## config.mk

```make
export PLATFORM = sky130hd
export DESIGN_NAME = mop_geom
export DESIGN_NICKNAME = d
export VERILOG_FILES = /design/src/hdl/mop_pkg.sv /design/src/hdl/mop_geom.sv
export SDC_FILE = /design/constraint.sdc
export NUM_CORES = 1
export LEC_CHECK = 0
export CORE_MARGIN = 2
export CORE_UTILIZATION = 40
export CTS_CLUSTER_DIAMETER = 60
export DETAILED_ROUTE_END_ITERATION = 10
export DONT_BUFFER_PORTS = 1
export PLACE_DENSITY = 0.6
export SYNTH_ARGS = -nofsm -noshare
export SYNTH_HDL_FRONTEND = slang
export SYNTH_SLANG_ARGS = --single-unit
```

## constraint.sdc

```tcl
create_clock -name clk -period 6.35 [get_ports clk]
set_input_delay 0.3175 -clock clk [delete_from_list [all_inputs] [get_ports clk]]
set_output_delay 0.3175 -clock clk [all_outputs]
set_load 0.01 [all_outputs]
```

## src/hdl/mop_pkg.sv

```systemverilog
// ---------------------------------------------------------------------------
// mop_pkg
// Shared constants, types and helpers of the 3x3 binary opening pipeline.
// ---------------------------------------------------------------------------
`default_nettype none

package mop_pkg;

    localparam int MAX_WIDTH  = 2048;
    localparam int MAX_HEIGHT = 2048;

    localparam int GRAY_W     = 8;
    localparam int SIZE_W     = 12;
    localparam int MASK_W     = 9;
    localparam int WIN_N      = 9;
    localparam int CFG_IDX_W  = 2;
    localparam int CFG_DATA_W = 12;

    localparam int W_W        = $clog2(MAX_WIDTH + 1);
    localparam int H_W        = $clog2(MAX_HEIGHT + 1);
    localparam int COL_W      = $clog2(MAX_WIDTH);
    localparam int CNT_W      = $clog2(MAX_WIDTH * MAX_HEIGHT + 2 * MAX_WIDTH + 3);
    localparam int CNT_IDX_W  = $clog2(CNT_W);
    localparam int HIST_DEPTH = 2 * MAX_WIDTH + 1;
    localparam int HA_W       = $clog2(HIST_DEPTH);

    localparam logic [CFG_IDX_W-1:0] REG_THRESHOLD = 2'd0;
    localparam logic [CFG_IDX_W-1:0] REG_WIDTH     = 2'd1;
    localparam logic [CFG_IDX_W-1:0] REG_HEIGHT    = 2'd2;
    localparam logic [CFG_IDX_W-1:0] REG_MASK      = 2'd3;

    localparam logic OP_PIXEL = 1'b0;

    localparam logic [GRAY_W-1:0] RST_THRESHOLD = 8'd150;
    localparam logic [SIZE_W-1:0] RST_WIDTH     = 12'd640;
    localparam logic [SIZE_W-1:0] RST_HEIGHT    = 12'd480;
    localparam logic [MASK_W-1:0] RST_MASK      = 9'd186;

    localparam int RST_WC    = (640 > MAX_WIDTH) ? MAX_WIDTH : 640;
    localparam int RST_HC    = (480 > MAX_HEIGHT) ? MAX_HEIGHT : 480;
    localparam int RST_TOTAL = RST_WC * RST_HC;

    typedef struct packed {
        logic              and_mode;
        logic              gate;
        logic [WIN_N-1:0]  care;
    } cell_ctl_t;

    typedef struct packed {
        logic              in_frame;
        logic              interior;
        logic              has_res;
        logic              last;
        logic [WIN_N-1:0]  inb;
    } pos_t;

    function automatic logic [W_W-1:0] clamp_w(input logic [SIZE_W-1:0] v);
        logic [W_W-1:0] r;
        if (v < SIZE_W'(3)) begin
            r = W_W'(3);
        end else if (32'(v) > MAX_WIDTH) begin
            r = W_W'(MAX_WIDTH);
        end else begin
            r = W_W'(v);
        end
        return r;
    endfunction

    function automatic logic [H_W-1:0] clamp_h(input logic [SIZE_W-1:0] v);
        logic [H_W-1:0] r;
        if (v < SIZE_W'(3)) begin
            r = H_W'(3);
        end else if (32'(v) > MAX_HEIGHT) begin
            r = H_W'(MAX_HEIGHT);
        end else begin
            r = H_W'(v);
        end
        return r;
    endfunction

    // element bit k faces window slot 8-k on the erosion side
    function automatic logic [WIN_N-1:0] rev_mask(input logic [WIN_N-1:0] m);
        logic [WIN_N-1:0] r;
        for (int k = 0; k < WIN_N; k++) begin
            r[k] = m[WIN_N-1-k];
        end
        return r;
    endfunction

endpackage

`default_nettype wire

```

## src/hdl/mop_geom.sv

```systemverilog
// ---------------------------------------------------------------------------
// mop_geom
// Frame position tracking: beat count, row and column of the input beat,
// and the border flags of the erosion and output positions.
// ---------------------------------------------------------------------------
`default_nettype none

module mop_geom import mop_pkg::*; (
    input  wire logic           clk,
    input  wire logic           rst_n,
    input  wire logic           size_wr,
    input  wire logic [W_W-1:0] width,
    input  wire logic [H_W-1:0] height,
    input  wire logic           accept,
    output pos_t                pos,
    output logic                busy
);

    typedef enum logic [2:0] {
        ST_IDLE = 3'b001,
        ST_MUL  = 3'b010,
        ST_DIV  = 3'b100
    } geom_st_t;

    geom_st_t             st_reg, st_next;
    logic [CNT_W-1:0]     i_reg, i_next;
    logic [CNT_W-1:0]     irow_reg, irow_next;
    logic [COL_W-1:0]     icol_reg, icol_next;
    logic [CNT_W-1:0]     total_reg, total_next;
    logic [CNT_W-1:0]     thr_res_reg, thr_res_next;
    logic [CNT_W-1:0]     thr_ero_reg, thr_ero_next;
    logic [CNT_W-1:0]     thr_last_reg, thr_last_next;
    logic [CNT_IDX_W-1:0] cnt_reg, cnt_next;
    logic [COL_W-1:0]     rem_reg, rem_next;
    logic [CNT_W-1:0]     q_reg, q_next;

    logic [COL_W:0]       shifted;
    logic                 ge;
    logic [COL_W-1:0]     rem_step;
    logic [CNT_W-1:0]     q_step;

    logic [CNT_W-1:0]     hx;
    logic [COL_W-1:0]     w_m1;
    logic [CNT_W-1:0]     erow, orow;
    logic [COL_W-1:0]     ecol, ocol;
    logic [W_W-1:0]       icol_inc;
    logic [2:0]           r_ok, c_ok;
    logic                 ero_ok;

    // restoring division of the beat count by the width, one quotient bit a cycle
    assign shifted  = {rem_reg, i_reg[cnt_reg]};
    assign ge       = shifted >= (COL_W + 1)'(width);
    assign rem_step = ge ? COL_W'(shifted - (COL_W + 1)'(width)) : COL_W'(shifted);
    assign q_step   = {q_reg[CNT_W-2:0], ge};

    assign hx       = CNT_W'(height);
    assign w_m1     = COL_W'(width - W_W'(1));
    assign icol_inc = W_W'(icol_reg) + W_W'(1);
    assign ero_ok   = i_reg >= thr_ero_reg;

    always_comb
    begin
        if (icol_reg != '0)
        begin
            ecol = icol_reg - COL_W'(1);
            erow = irow_reg - CNT_W'(1);
        end
        else
        begin
            ecol = w_m1;
            erow = irow_reg - CNT_W'(2);
        end
        if (ecol != '0)
        begin
            ocol = ecol - COL_W'(1);
            orow = erow - CNT_W'(1);
        end
        else
        begin
            ocol = w_m1;
            orow = erow - CNT_W'(2);
        end

        r_ok[0] = (orow + CNT_W'(1)) < hx;
        r_ok[1] = orow < hx;
        r_ok[2] = (orow != '0) && (orow <= hx);
        c_ok[0] = (W_W'(ocol) + W_W'(1)) < width;
        c_ok[1] = 1'b1;
        c_ok[2] = ocol != '0;

        pos.in_frame = i_reg < total_reg;
        pos.has_res  = i_reg >= thr_res_reg;
        pos.last     = i_reg >= thr_last_reg;
        pos.interior = ero_ok && (erow != '0) && ((erow + CNT_W'(1)) < hx)
                       && (ecol != '0) && ((W_W'(ecol) + W_W'(1)) < width);
        for (int dr = 0; dr < 3; dr++)
        begin
            for (int dc = 0; dc < 3; dc++)
            begin
                pos.inb[3 * dr + dc] = r_ok[dr] & c_ok[dc];
            end
        end
    end

    always_comb
    begin
        st_next       = st_reg;
        i_next        = i_reg;
        irow_next     = irow_reg;
        icol_next     = icol_reg;
        total_next    = total_reg;
        thr_res_next  = thr_res_reg;
        thr_ero_next  = thr_ero_reg;
        thr_last_next = thr_last_reg;
        cnt_next      = cnt_reg;
        rem_next      = rem_reg;
        q_next        = q_reg;

        case (st_reg)
            ST_IDLE:
            begin
                if (accept)
                begin
                    if (pos.has_res && pos.last)
                    begin
                        i_next    = '0;
                        irow_next = '0;
                        icol_next = '0;
                    end
                    else
                    begin
                        i_next = i_reg + CNT_W'(1);
                        if (icol_inc == width)
                        begin
                            icol_next = '0;
                            irow_next = irow_reg + CNT_W'(1);
                        end
                        else
                        begin
                            icol_next = COL_W'(icol_inc);
                        end
                    end
                end
            end
            ST_MUL:
            begin
                total_next   = CNT_W'(width) * CNT_W'(height);
                thr_res_next = (CNT_W'(width) << 1) + CNT_W'(2);
                thr_ero_next = CNT_W'(width) + CNT_W'(1);
                cnt_next     = CNT_IDX_W'(CNT_W - 1);
                rem_next     = '0;
                q_next       = '0;
                st_next      = ST_DIV;
            end
            ST_DIV:
            begin
                thr_last_next = total_reg + (CNT_W'(width) << 1) + CNT_W'(1);
                rem_next      = rem_step;
                q_next        = q_step;
                cnt_next      = cnt_reg - CNT_IDX_W'(1);
                if (cnt_reg == '0)
                begin
                    irow_next = q_step;
                    icol_next = rem_step;
                    st_next   = ST_IDLE;
                end
            end
            default:
            begin
                st_next = ST_IDLE;
            end
        endcase

        if (size_wr)
        begin
            st_next = ST_MUL;
        end
    end

    always_ff @(posedge clk or negedge rst_n)
    begin
        if (!rst_n)
        begin
            st_reg       <= ST_IDLE;
            i_reg        <= '0;
            irow_reg     <= '0;
            icol_reg     <= '0;
            total_reg    <= CNT_W'(RST_TOTAL);
            thr_res_reg  <= CNT_W'(2 * RST_WC + 2);
            thr_ero_reg  <= CNT_W'(RST_WC + 1);
            thr_last_reg <= CNT_W'(RST_TOTAL + 2 * RST_WC + 1);
            cnt_reg      <= '0;
            rem_reg      <= '0;
            q_reg        <= '0;
        end
        else
        begin
            st_reg       <= st_next;
            i_reg        <= i_next;
            irow_reg     <= irow_next;
            icol_reg     <= icol_next;
            total_reg    <= total_next;
            thr_res_reg  <= thr_res_next;
            thr_ero_reg  <= thr_ero_next;
            thr_last_reg <= thr_last_next;
            cnt_reg      <= cnt_next;
            rem_reg      <= rem_next;
            q_reg        <= q_next;
        end
    end

    assign busy = st_reg != ST_IDLE;

endmodule

`default_nettype wire

```

## After elaboration in Yosys (flattened, before gate mapping)

Cells that the tools add are included.

- Register bits: 190
- Logic and storage cells: 102
- Output and inout bits: 14
- Bits of input ports: 28

- Magnitude comparators: 12
- Reduce and logical (&&, ||, !) cells: 18
- Equality and inequality tests: 10
- Bitwise gates (word level): 6
- Mux-type cells: 24
- Multiply operators: 1
- Add/subtract/negate cells: 20

Operator list:

| operator | number |
|---|---|
| two-way mux 23 bit | 7 |
| adder 23 x 1 -> 23 bit (second input constant) | 5 |
| two-way mux 11 bit | 7 |
| greater-or-equal comparator 23 bit | 3 |
| < comparator 23 x 12 -> 1 bit | 3 |
| one-hot mux 23 bit (2 select lines) | 1 |
| nonzero test 23 bit | 2 |
| subtractor 23 x 1 -> 23 bit (second input constant) | 2 |
| subtractor 23 x 2 -> 23 bit (second input constant) | 2 |
| one-hot mux 11 bit (2 select lines) | 2 |
| one-hot mux 22 bit (2 select lines) | 1 |
| adder 11 x 1 -> 12 bit (second input constant) | 3 |
| nonzero test 11 bit | 3 |
| subtractor 11 x 1 -> 11 bit (second input constant) | 3 |
| < comparator 12 bit | 2 |
| adder 23 x 13 -> 23 bit | 1 |
| less-or-equal comparator 23 x 12 -> 1 bit | 1 |
| < comparator 23 bit | 1 |
| multiplier 12 x 12 -> 23 bit | 1 |
| adder 13 x 2 -> 14 bit (second input constant) | 1 |
| adder 12 x 1 -> 13 bit (second input constant) | 1 |
| equality test 12 bit | 1 |
| greater-or-equal comparator 12 bit | 1 |
| subtractor 11 bit | 1 |
| 20 further kinds | 36 |

## Depth between registers and ports, before layout

Gate-level depths: netlist (run 1).

- Depth after elaboration: 7
- Gate-level depth with buffers: 33
- Depth with buffers taken out: 29

## Worst setup path before layout (run 1)

OpenSTA, ideal clock, no wires.

- Path kind: register -> output
- Start point: register icol_reg[0]
- End point: output pos[2] in the netlist's numbering
- Path buffers: 4
- Required time: 6.032 ns
- Arrival time: 5.958 ns
- Cell stages (with the launch flop): 32
- Setup slack: 0.075 ns
- Cells stage by stage: dfrtp_1 > clkbuf_1 > inv_1 > ha_1 > nor3b_2 > nand3_1 > mux2i_1 > inv_1 > ha_1 > inv_1 > a2111oi_4 > nand3_2 > nor4_2 > buf_6 > buf_6 > clkbuf_1 > xnor2_1 > ha_1 > ha_1 > nor2b_1 > o21ai_0 > nand2b_1 > a21oi_1 > nor2b_1 > o21ai_0 > nand2b_1 > a21oi_1 > o21ai_0 > a221oi_1 > o21ai_0 > a2111oi_2 > nor2b_1

RTL lines:

| what | line | text |
|---|---|---|
| start: declaration | mop_geom.sv:28 | `logic [COL_W-1:0] icol_reg, icol_next;` |
| start signal: assignment | mop_geom.sv:201 | `icol_reg <= icol_next;` |
| end: declaration | mop_geom.sv:15 | `output pos_t pos,` |

==> metrics.md, run 1 <==
| Metric | Value |
|---|---|
| Status | finished, final reports clean |
| Via density | 5.57 |
| GP Congestion | 0.901 |
| Synth top area cells | dfrtp_1 (18%), ha_1 (15%), fa_1 (10%) |
| Syn_nets | 2759 |
| Clk slew on worst S/H paths | 0.07 ns |
| CTS tree | built |
| Synth Warn # | 0 |
| Placed Instances | 3008 |
| CP Buf/Inv Count | 7 |
| CORE AREA | 0.0488 mm2 |
| Predominant post-synthesis flop cell | dfrtp_1 |
| Row count | 81 |
| CTS H-Tree Depth | 4 |
| Die height | 226 um |
| Most Crowded Layer GR | met2 |
| Crit share post-route | 98.0% |
| WP data required | 6.03 ns |
| Met2 GRT Util | 35.4% |
| Met3 GRT Util | 3.84% |
| Layout cells sized above 1 | 10.3% |
| Post-Route WL | 58.0 mm |
| Final hold violations | 0 |
| Clock buffer depth | 2 |
| Grt ovf | 0 |
| Nets | 2764 |
| Crit path top cell by count | buf_4 |
| Die ar. | 0.0512 mm2 |
| Minimum clock period after layout | 6.22 ns |
| DRT iter0 DRCs | 1123 |
| Most frequent cell after synthesis | inv_1 |
| VDD IR-drop max | 0.373 mV |
| FF-to-FF setup slack | 0.89 ns |
| Syn_area_per_cell | 8.25 um2 |
| Fmax | 161 MHz |
| Pin count of the biggest net entering global routing | 158 |
| Grt met1 use | 32.7% |
| Mapped Cells | 2396 |
| Crit Path Category | flip-flop to primary output |
| Total number of vias | 17158 |
| DR WL/cell | 18.9 um |
| Area delta synth->final | 10.7% |
| Mapped Area | 0.0198 mm2 |
| I/O pin cnt | 42 |
| Antenna violations before repair | 0 |
| Dominant cell type by area after synthesis | dfrtp_1 |
| Final Total Pwr | 9.66 mW |
| PD cells | 441 mW/mm2 |
| CP max-delay cell | or4_4 |
| Final-layout fill cell count | 4908 |
| Cell variety after synth | 96 |
| Root Driver | clkbuf_16 |
| Critical Path Sink | pos[2] |
| Die W | 226 um |
| Hold Crit Class | primary input to flip-flop |
| Slew Limit Fails | 0 |
| Async SR Flop Fraction | 100% |
| Post-route DRC | 0 |
| Register area share after synthesis | 20.0% |
| Post-synth EDFFs | 0 |
| Critical path origin | icol_reg[6]$_DFFE_PN0P_ |
| Worst Clk Skew | 0.0161 ns |
| Starting Density | 40.5% |
| FF-to-FF path depth | 22 |
| 1st-pass router iterations | 5 |
| CP arrival | 5.91 ns |
| Most instantiated cells after synthesis | inv_1 (261), ha_1 (234), nand2_1 (228) |
| Antenna Cells | 0 |
| Crit-path cells | or4_4 -> buf_6 -> or4_4 -> a211o_1 -> nand3_2 -> nor4_4 -> buf_4 -> buf_12 -> buf_4 -> a2111oi_4 -> buf_4 -> mux2i_2 -> o211ai_2 -> nor4_1 -> mux2i_1 -> a21oi_1 -> o2111ai_1 -> a2111oi_2 -> buf_4 -> nor2b_4 -> buf_6 |
| RSZ-0062 raised after global routing | yes |
| Worst slew pin tran | 1.06 ns |
| Post-DP HPWL | 43.2 mm |
| Port Buffers | 0 |
| Worst R2R Start | cnt_reg[0]$_DFFE_PN0P_ |
| CP endpoint kind | primary output |
| CTS buffer count | 17 |
| Reg2reg end | icol_reg[0]$_DFFE_PN0P_ |
| Post-Layout Cell Count | 3078 |
| Vias in the first global route | 16827 |
| # Max-Cap Violations | 0 |
| Synth top area share | 18.0% |
| Overall routing resource usage | 23.0% |
| #FFs+latches synth | 157 |
| Finish-stage setup viols | 0 |
| Routed Antenna Nets | 0 |
| Type of origin of the critical path | flip-flop |
| Crit path max fanout | 8 |
| Max_slew headroom | 29.0% |
| CP delay by family, top | simple AND/OR/NAND/NOR gates |
| Crit path largest cell delay | 0.58 ns |
| CTS sink count | 157 |
| Leakage | 10.5 nW |
| First-pass GRT wire length | 92.4 mm |
| Number of cells on the critical path | 21 |
| Clock latency on the worst-skew pair | 0.45 ns |
## cell usage in the layout, fill, tap and decap left out, types with 8 or more instances in the layout
| master | Yosys | final |
|---|---|---|
| a211oi_1 | 18 | 15 |
| a21boi_0 | 9 | 9 |
| a21o_1 | 49 | 49 |
| a21oi_1 | 95 | 87 |
| a22o_1 | 21 | 21 |
| a32oi_1 | 8 | 8 |
| and2_1 | 12 | 11 |
| and3_1 | 42 | 41 |
| buf_4 | 4 | 80 |
| clkbuf_16 | 0 | 18 |
| dfrtp_1 | 142 | 142 |
| dfstp_2 | 15 | 15 |
| fa_1 | 101 | 101 |
| ha_1 | 234 | 230 |
| inv_1 | 261 | 258 |
| mux2i_1 | 21 | 18 |
| nand2_1 | 228 | 225 |
| nand2b_1 | 30 | 30 |
| nand3_1 | 64 | 61 |
| nand4_1 | 38 | 38 |
| nor2_1 | 210 | 207 |
| nor2b_1 | 26 | 25 |
| nor3_1 | 51 | 49 |
| nor3b_1 | 19 | 19 |
| nor4_1 | 24 | 19 |
| o2111ai_1 | 8 | 8 |
| o211ai_1 | 11 | 11 |
| o21a_1 | 13 | 12 |
| o21ai_0 | 174 | 169 |
| o31ai_1 | 18 | 17 |
| or3_1 | 8 | 8 |
| or4_1 | 10 | 8 |
| xnor2_1 | 116 | 112 |
| xor2_1 | 76 | 76 |
## report_power, final
group | switching [mW] | leakage, nW | total (mW) | internal [mW]
clock | 0.495 | 0.288 | 1.06 | 0.566
sequential | 0.204 | 2.02 | 1.43 | 1.23
combinational | 4.12 | 8.18 | 7.16 | 3.04
total | 4.82 | 10.5 | 9.66 | 4.84
## cell families (layout without fill, tap and decap cells)
family | Yosys count | count (layout) | synth area share (%)
compound gates | 490 | 490 | 16.4
xor+xnor | 195 | 195 | 8.81
fa+ha+maj | 335 | 335 | 25.0
buf+inv | 376 | 394 | 7.48
flops | 157 | 157 | 20.0
mux | 28 | 28 | 1.75
simple gates | 815 | 815 | 20.6
## cell type report
cell class                 instances  area (um2)  share of cell area [%]
inverter                         266         998                    4.56
sequential                       157        3950                    18.0
tap                              664         831                    3.80
clock inverter                    14         150                   0.686
clock buffer                      18         439                    2.01
multi-input combinational       1863       14700                    67.1
timing repair buffer              96         840                    3.84
## what timing repair did
item,4_1_cts,5_1_grt
setup buffers,12,19
endpoints found under the hold margin,161,0
pin swaps,13,30
hold buffers,5,0
resized for setup,22,57
setup endpoints to repair,4,6
cloned,1,1
## through the flow
stage               setup slack [ns]  TNS, ns  instance area, um2  hold slack [ns]  util [%]
floorplan                     0.0749        0               19800           0.0219         -
global placement               0.253        0               20600           0.0251      42.1
detailed placement             0.153        0               20600           0.0250      42.1
CTS                          0.00479        0               21500           0.0148      44.0
global route                  -0.154   -0.350               21900           0.0492      44.8
finish                         0.127        0               21900           0.0464      44.8
## how the worst min path moves through the flow
stage              start  depth (start not counted)  slack, ns                          end
2_1_floorplan      rst_n                          0       0.02       cnt_reg[0]$_DFFE_PN0P_
6_report       height[0]                          2       0.05     total_reg[0]$_DFFE_PN0N_
3_5_place_dp       rst_n                          0       0.03        i_reg[21]$_DFFE_PN0P_
4_1_cts        height[0]                          2       0.01     total_reg[0]$_DFFE_PN0N_
5_1_grt        width[10]                          2       0.05  thr_res_reg[13]$_DFFE_PN0N_
3_3_place_gp       rst_n                          0       0.03        i_reg[20]$_DFFE_PN0P_
## layer usage
layer	up-vias	wire length, um
met5	-	0
met2	451	25600
met3	94	3240
met1	8373	27500
met4	0	1650
li1	8240	-
(Power assumes the default switching activity.)
==> run 2, diff against run 1 <==
--- a/config.mk
+++ b/config.mk
@@ -7,10 +7,12 @@
 export LEC_CHECK = 0
 export CORE_MARGIN = 2
 export CORE_UTILIZATION = 40
+export CTS_BUF_LIST = sky130_fd_sc_hd__clkbuf_4
 export CTS_CLUSTER_DIAMETER = 60
 export DETAILED_ROUTE_END_ITERATION = 10
 export DONT_BUFFER_PORTS = 1
 export PLACE_DENSITY = 0.6
+export SETUP_SLACK_MARGIN = 0.2
 export SYNTH_ARGS = -nofsm -noshare
 export SYNTH_HDL_FRONTEND = slang
 export SYNTH_SLANG_ARGS = --single-unit
==> metrics.md, run 2 (synthesis results as in run 1) <==
| Metric | Value |
|---|---|
| Crit Path Category | flip-flop to primary output (unchanged) |
| Starting Density | 40.5% (unchanged) |
| Root Driver | clkbuf_4 (was clkbuf_16) |
| Final hold violations | 0 (unchanged) |
| CTS tree | built (unchanged) |
| Finish-stage setup viols | 0 (unchanged) |
| CP arrival | 6.03 ns (was 5.91 ns) |
| WL met3 | 3.09 mm (was 3.24 mm) |
| Crit share post-route | 100% (was 98.0%) |
| Sequential Area | 0.00395 mm2 (unchanged) |
| Layout cells sized above 1 | 11.2% (was 10.3%) |
| Vias in the first global route | 16992 (was 16827) |
| Max layer used | met4 (unchanged) |
| Overall routing resource usage | 23.1% (was 23.0%) |
| 1st-pass router iterations | 5 (unchanged) |
| Max_slew headroom | 31.8% (was 29.0%) |
| CTS H-Tree Depth | 4 (unchanged) |
| Clock buffer depth | 2 (unchanged) |
| Type of origin of the critical path | flip-flop (unchanged) |
| Multi-input logic area | 0.0147 mm2 (about the same) |
| Die ar. | 0.0512 mm2 (unchanged) |
| Nets | 2784 (was 2764) |
| Fmax | 158 MHz (was 161 MHz) |
| Placed Instances | 3004 (was 3008) |
| GP Congestion | 0.885 (was 0.901) |
| Minimum clock period after layout | 6.35 ns (was 6.22 ns) |
| Total number of vias | 17282 (was 17158) |
| Routed Antenna Nets | 0 (unchanged) |
| Worst R2R Start | cnt_reg[0]$_DFFE_PN0P_ (unchanged) |
| # Max-Cap Violations | 0 (unchanged) |
| Most common cell after layout, fill and taps aside | inv_1 (unchanged) |
| Area delta synth->final | 10.2% (was 10.7%) |
| Worst hold endpoint | thr_res_reg[3]$_DFFE_PN0N_ (was total_reg[0]$_DFFE_PN0N_) |
| WP data required | 6.03 ns (about the same) |
| Hold path startpoint | width[1] (was height[0]) |
| Leakage | 10.5 nW (about the same) |
| Most frequent cells in the layout | inv_1 (258), ha_1 (231), nand2_1 (226) (was inv_1 (258), ha_1 (230), nand2_1 (225)) |
| Routed length on met1 | 27.7 mm (was 27.5 mm) |
| DR WL/cell | 18.6 um (was 18.9 um) |
| Post-DP HPWL | 43.2 mm (about the same) |
| CTS buffer count | 17 (unchanged) |
| DR WL met2 | 25.7 mm (was 25.6 mm) |
| PD cells | 432 mW/mm2 (was 441 mW/mm2) |
| Post-Route WL | 57.8 mm (was 58.0 mm) |
| Worst slew pin tran | 1.02 ns (was 1.06 ns) |
| Die height | 226 um (unchanged) |
| CTS sink count | 157 (unchanged) |
| FF-to-FF setup slack | 0.75 ns (was 0.89 ns) |
| VDD IR-drop max | 0.318 mV (was 0.373 mV) |
| Post-route DRC | 0 (unchanged) |
| Reg2reg end | icol_reg[0]$_DFFE_PN0P_ (unchanged) |
| First-pass GRT wire length | 93.4 mm (was 92.4 mm) |
| Pin count of the biggest net entering global routing | 158 (unchanged) |
| Grt ovf | 0 (unchanged) |
| Setup_tns | 0 ns (unchanged) |
| Row count | 81 (unchanged) |
| CORE AREA | 0.0488 mm2 (unchanged) |
| Worst Clk Skew | 0.0285 ns (was 0.0161 ns) |
| Slew Limit Fails | 0 (unchanged) |
| CP endpoint kind | primary output (unchanged) |
| Antenna violations before repair | 1 (was 0) |
| Hold Crit Class | primary input to flip-flop (unchanged) |
| Status | finished, final reports clean (unchanged) |
| Final-layout fill cell count | 4867 (was 4908) |
| Port Buffers | 0 (unchanged) |
| DRT iter0 DRCs | 1300 (was 1123) |
| Die W | 226 um (unchanged) |
| Via density | 5.58 (was 5.57) |
| Clk slew on worst S/H paths | 0.15 ns (was 0.07 ns) |
| Clock latency on the worst-skew pair | 0.64 ns (was 0.45 ns) |
| FF-to-FF path depth | 22 (unchanged) |
| Worst Hold Depth | 4 (was 2) |
| Crit path max fanout | 6 (was 8) |
| Post-Layout Cell Count | 3099 (was 3078) |
| RSZ-0062 raised after global routing | yes (unchanged) |
| I/O pin cnt | 42 (unchanged) |
## run 2: changes by cell type in the layout (fill, tap and decap cells not counted), sizes merged
cell	delta
bufbuf	-1
clkinvlp	+2
clkinv	-3
inv	-1
bufinv	+1
dlygate4sd3	+10
buf	+12
diode	+1
## run 2: cell type report
cell class / count / share of cell area [%]
timing repair buffer: 116 / 4.38
multi-input combinational: 1863 / 67.7
clock inverter: 13 / 0.707
inverter: 266 / 4.58
tap: 664 / 3.82
clock buffer: 19 / 0.655
sequential: 157 / 18.1
antenna: 1 / 0.0115
## run 2: per-stage QoR
stage	util [%]	hold WS, ns	setup WS, ns	cell area, um2	power (mW)
floorplan	-	0.0219	0.262	19800	6.37
global placement	42.1	0.0253	0.296	20600	7.83
detailed placement	42.1	0.0260	0.192	20600	7.93
CTS	44.0	0.0113	-0.0307	21500	9.07
global route	44.6	0.0450	-0.312	21800	10.4
finish	44.6	0.0498	0.00294	21800	9.40
## run 2: worst max-delay path by stage
stage	endpoint	slack, ns	depth (start not counted)	start
final	pos[2]	0.003	25	icol_reg[0]$_DFFE_PN0P_
after global routing	pos[2]	-0.31	25	icol_reg[0]$_DFFE_PN0P_
after CTS	pos[2]	-0.03	25	icol_reg[0]$_DFFE_PN0P_
after detailed placement	pos[11]	0.19	19	icol_reg[1]$_DFFE_PN0P_
after global placement	pos[11]	0.30	18	irow_reg[0]$_DFFE_PN0P_
after floorplan	pos[2]	0.26	31	icol_reg[0]$_DFFE_PN0P_
## run 2: where the power goes
group | total (mW) | internal, mW | switching [mW]
Sequential | 1.44 | 1.23 | 0.211
Clock | 0.674 | 0.252 | 0.422
Combinational | 7.29 | 3.12 | 4.17
## run 2: timing repair
| item | 4_1_cts | 5_1_grt |
|---|---|---|
| hold endpoints to repair | 171 | 0 |
| cloned | 1 | 0 |
| setup buffers | 26 | 20 |
| endpoints found under the setup margin | 9 | 10 |
| hold buffers | 15 | 0 |
| pin swaps | 21 | 33 |
| gates resized for setup | 64 | 27 |
## run 2: critical path, cell delays in order, from the launching register on
cell and delay, ns:
dfrtp_1 0.41, inv_2 0.08, ha_4 0.14, or3b_4 0.43
buf_4 0.17, or4_4 0.49, a211o_1 0.28, nand3_2 0.12
nor4_4 0.06, buf_4 0.16, buf_8 0.13, a211oi_4 0.27
mux2i_2 0.31, o211ai_1 0.16, buf_4 0.18, nor4_4 0.25
xor2_1 0.23, ha_1 0.29, a21oi_2 0.16, o21ai_2 0.07
a221oi_2 0.20, o21ai_1 0.11, a2111oi_2 0.27, buf_4 0.19
nor2b_1 0.13, buf_4 0.13
## run 2: layer usage
metal  global-route usage, %  vias to the layer above
li1                        -                     8266
met1                    33.1                     8493
met2                    36.6                      437
met3                    2.99                       86
met4                    6.15                        0
met5                       0                        -
==> run 3, diff against run 2 <==
--- a/config.mk
+++ b/config.mk
@@ -5,7 +5,6 @@
 export SDC_FILE = /design/constraint.sdc
 export NUM_CORES = 1
 export LEC_CHECK = 0
-export CORE_MARGIN = 2
 export CORE_UTILIZATION = 40
 export CTS_BUF_LIST = sky130_fd_sc_hd__clkbuf_4
 export CTS_CLUSTER_DIAMETER = 60
@@ -16,3 +15,4 @@
 export SYNTH_ARGS = -nofsm -noshare
 export SYNTH_HDL_FRONTEND = slang
 export SYNTH_SLANG_ARGS = --single-unit
+export TNS_END_PERCENT = 10
==> metrics.md, run 3 (synthesis results as in run 1) <==
| Metric | Value |
|---|---|
| Status | finished with violations (was finished, final reports clean) |
| Pin count of the biggest net entering global routing | 158 (unchanged) |
| Minimum clock period after layout | 6.36 ns (was 6.35 ns) |
| Worst R2R Start | cnt_reg[0]$_DFFE_PN0P_ (unchanged) |
| Grt ovf | 0 (unchanged) |
| Net Sw Frac | 51.4% (was 51.1%) |
| Final hold violations | 0 (unchanged) |
| Max_slew headroom | 29.9% (was 31.8%) |
| Final Total Pwr | 9.29 mW (was 9.40 mW) |
| Post-route DRC | 0 (unchanged) |
| Worst Clk Skew | 0.0306 ns (was 0.0285 ns) |
| I/O pin cnt | 42 (unchanged) |
| Area delta synth->final | 9.59% (was 10.2%) |
| Overall routing resource usage | 23.4% (was 23.1%) |
| CP endpoint kind | primary output (unchanged) |
| Post-Route WL | 58.5 mm (was 57.8 mm) |
| FF-to-FF setup slack | 0.81 ns (was 0.75 ns) |
| Type of origin of the critical path | flip-flop (unchanged) |
| Layout cells sized above 1 | 10.4% (was 11.2%) |
| Crit path max fanout | 7 (was 6) |
| CTS tree | built (unchanged) |
| WP data required | 6.03 ns (about the same) |
| Worst hold margin | 0.0680 ns (was 0.0498 ns) |
| Crit share post-route | 100% (about the same) |
| Crit Path Category | flip-flop to primary output (unchanged) |
| Final worst setup slack | -0.0120 ns (was 0.00294 ns) |
| Critical path origin | icol_reg[0]$_DFFE_PN0P_ (unchanged) |
| Grt met1 use | 33.8% (was 33.1%) |
| Most frequent cells in the layout | inv_1 (258), ha_1 (231), nand2_1 (224) (was inv_1 (258), ha_1 (231), nand2_1 (226)) |
| Total number of vias | 17312 (was 17282) |
| Post-DP HPWL | 43.7 mm (was 43.2 mm) |
| Nets | 2769 (was 2784) |
| # Max-Cap Violations | 0 (unchanged) |
| CP arrival | 6.04 ns (was 6.03 ns) |
| Vias in the first global route | 16884 (was 16992) |
| 1st-pass router iterations | 6 (was 5) |
| PD cells | 429 mW/mm2 (was 432 mW/mm2) |
| Die W | 224 um (was 226 um) |
| Clock latency on the worst-skew pair | 0.64 ns (about the same) |
| Most common cell after layout, fill and taps aside | inv_1 (unchanged) |
| CTS H-Tree Depth | 4 (unchanged) |
| RSZ-0062 raised after global routing | yes (unchanged) |
| CORE AREA | 0.0488 mm2 (unchanged) |
| Row count | 81 (unchanged) |
| Via density | 5.61 (was 5.58) |
| Die ar. | 0.0503 mm2 (was 0.0512 mm2) |
| Clock power frac | 7.7% (was 7.2%) |
| Worst slew pin tran | 1.05 ns (was 1.02 ns) |
| Switch Pwr | 4.78 mW (was 4.80 mW) |
| Most Crowded Layer GR | met2 (unchanged) |
| Met3 GRT Util | 2.59% (was 2.99%) |
| Post-Place Setup Slack | 0.146 ns (was 0.192 ns) |
| Failing checks | setup timing |
| Critical Path Sink | pos[2] (unchanged) |
| Starting Density | 40.5% (unchanged) |
| DRT iter0 DRCs | 1464 (was 1300) |
| Flop pwr share | 15.5% (was 15.3%) |
| DR WL/cell | 19.0 um (was 18.6 um) |
| Internal | 4.51 mW (was 4.60 mW) |
| VDD IR-drop max | 0.297 mV (was 0.318 mV) |
| First-pass GRT wire length | 93.2 mm (was 93.4 mm) |
| Antenna violations before repair | 1 (unchanged) |
| Reg2reg end | icol_reg[0]$_DFFE_PN0P_ (unchanged) |
| Slew Limit Fails | 0 (unchanged) |
| Routed Antenna Nets | 0 (unchanged) |
| FF-to-FF path depth | 22 (unchanged) |
| Fmax | 157 MHz (was 158 MHz) |
| Met2 GRT Util | 37.2% (was 36.6%) |
| Clk slew on worst S/H paths | 0.16 ns (was 0.15 ns) |
| Clock buffer depth | 2 (unchanged) |
| Finish-stage setup viols | 1 (was 0) |
| GP Congestion | 0.892 (was 0.885) |
| Hold Crit Class | primary input to flip-flop (unchanged) |
| Leakage | 10.4 nW (was 10.5 nW) |
| CTS buffer count | 17 (unchanged) |
| Port Buffers | 0 (unchanged) |
| Logic pwr share | 76.8% (was 77.5%) |
| CTS sink count | 157 (unchanged) |
| Die height | 224 um (was 226 um) |
| Root Driver | clkbuf_4 (unchanged) |
[run 3: changes by cell type in the layout (fill, tap and decap cells not counted), moves of 3 or more]
cell	delta
buf_4	-15
a21oi_2	-6
a21oi_1	+3
a21oi_4	+3
inv_8	+3
nand2_2	+3
nand3_2	-3
[run 3: area by class of cell]
| type | instances | area [um2] |
|---|---|---|
| Timing Repair Buffer | 101 | 837 |
| Tap cell | 664 | 831 |
| Inverter | 266 | 998 |
| Clock inverter | 15 | 193 |
| Multi-Input combinational cell | 1863 | 14700 |
| Antenna cell | 1 | 2.50 |
| Sequential cell | 157 | 3950 |
| Clock buffer | 17 | 128 |
| Fill cell | 4851 | 27200 |
[run 3: what timing repair did]
action | 4_1_cts | 5_1_grt
resized for setup | 49 | 36
buffers inserted | 25 | 9
pin swaps | 26 | 19
hold buffers | 15 | 0
endpoints found under the setup margin | 10 | 10
hold endpoints to repair | 171 | 0
cloned | 1 | 0
[run 3: layer usage]
layer  vias up  share of wire (%)
met5         -                  0
li1       8244                  -
met1      8513                 47
met4         0                2.0
met2       493                 46
met3        62                5.4
[run 3: power groups by stage]
| stage | Clock (mW) | Combinational [mW] | Sequential (mW) |
|---|---|---|---|
| detailed placement | 0 | 6.43 | 1.46 |
| global placement | 0 | 6.34 | 1.44 |
| finish | 0.715 | 7.13 | 1.44 |
| global route | 0.767 | 7.96 | 1.48 |
| CTS | 0.730 | 6.88 | 1.43 |
| floorplan | 0 | 5.01 | 1.36 |
[run 3: worst max-delay path, stage by stage (launching register included)]
cell	delay, ns
dfrtp_1	0.42
inv_2	0.08
ha_4	0.14
or3b_4	0.42
buf_4	0.18
or4_1	0.50
a211o_1	0.30
nand3_2	0.12
nor4_4	0.05
buf_6	0.16
buf_4	0.17
a2111oi_4	0.42
buf_4	0.20
nand3b_1	0.09
xor2_1	0.42
xor2_1	0.14
ha_1	0.35
a21oi_2	0.14
o21ai_1	0.08
a221oi_1	0.24
o21ai_1	0.13
a2111oi_2	0.24
buf_4	0.20
nor2b_4	0.15
buf_6	0.10
[run 3: metrics by stage]
| step | cells | utilization, % | area [um2] | TNS [ns] |
|---|---|---|---|---|
| detailed placement | 3001 | 42.0 | 20500 | 0 |
| floorplan | 2396 | - | 19800 | 0 |
| finish | 3084 | 44.4 | 21700 | -0.0120 |
| global route | 3084 | 44.4 | 21700 | -1.10 |
| CTS | 3074 | 43.9 | 21400 | -0.244 |
| global placement | 3001 | 42.0 | 20500 | 0 |
[run 3: how the worst min path moves through the flow]
stage	startpoint	slack, ns	cells after the start	endpoint
after global placement	rst_n	0.04	0	q_reg[19]$_DFFE_PN0P_
after floorplan	rst_n	0.02	0	cnt_reg[0]$_DFFE_PN0P_
after global routing	width[1]	0.08	4	thr_res_reg[3]$_DFFE_PN0N_
after CTS	width[1]	0.02	4	thr_res_reg[3]$_DFFE_PN0N_
after detailed placement	rst_n	0.04	0	q_reg[19]$_DFFE_PN0P_
final	width[1]	0.07	4	thr_res_reg[3]$_DFFE_PN0N_
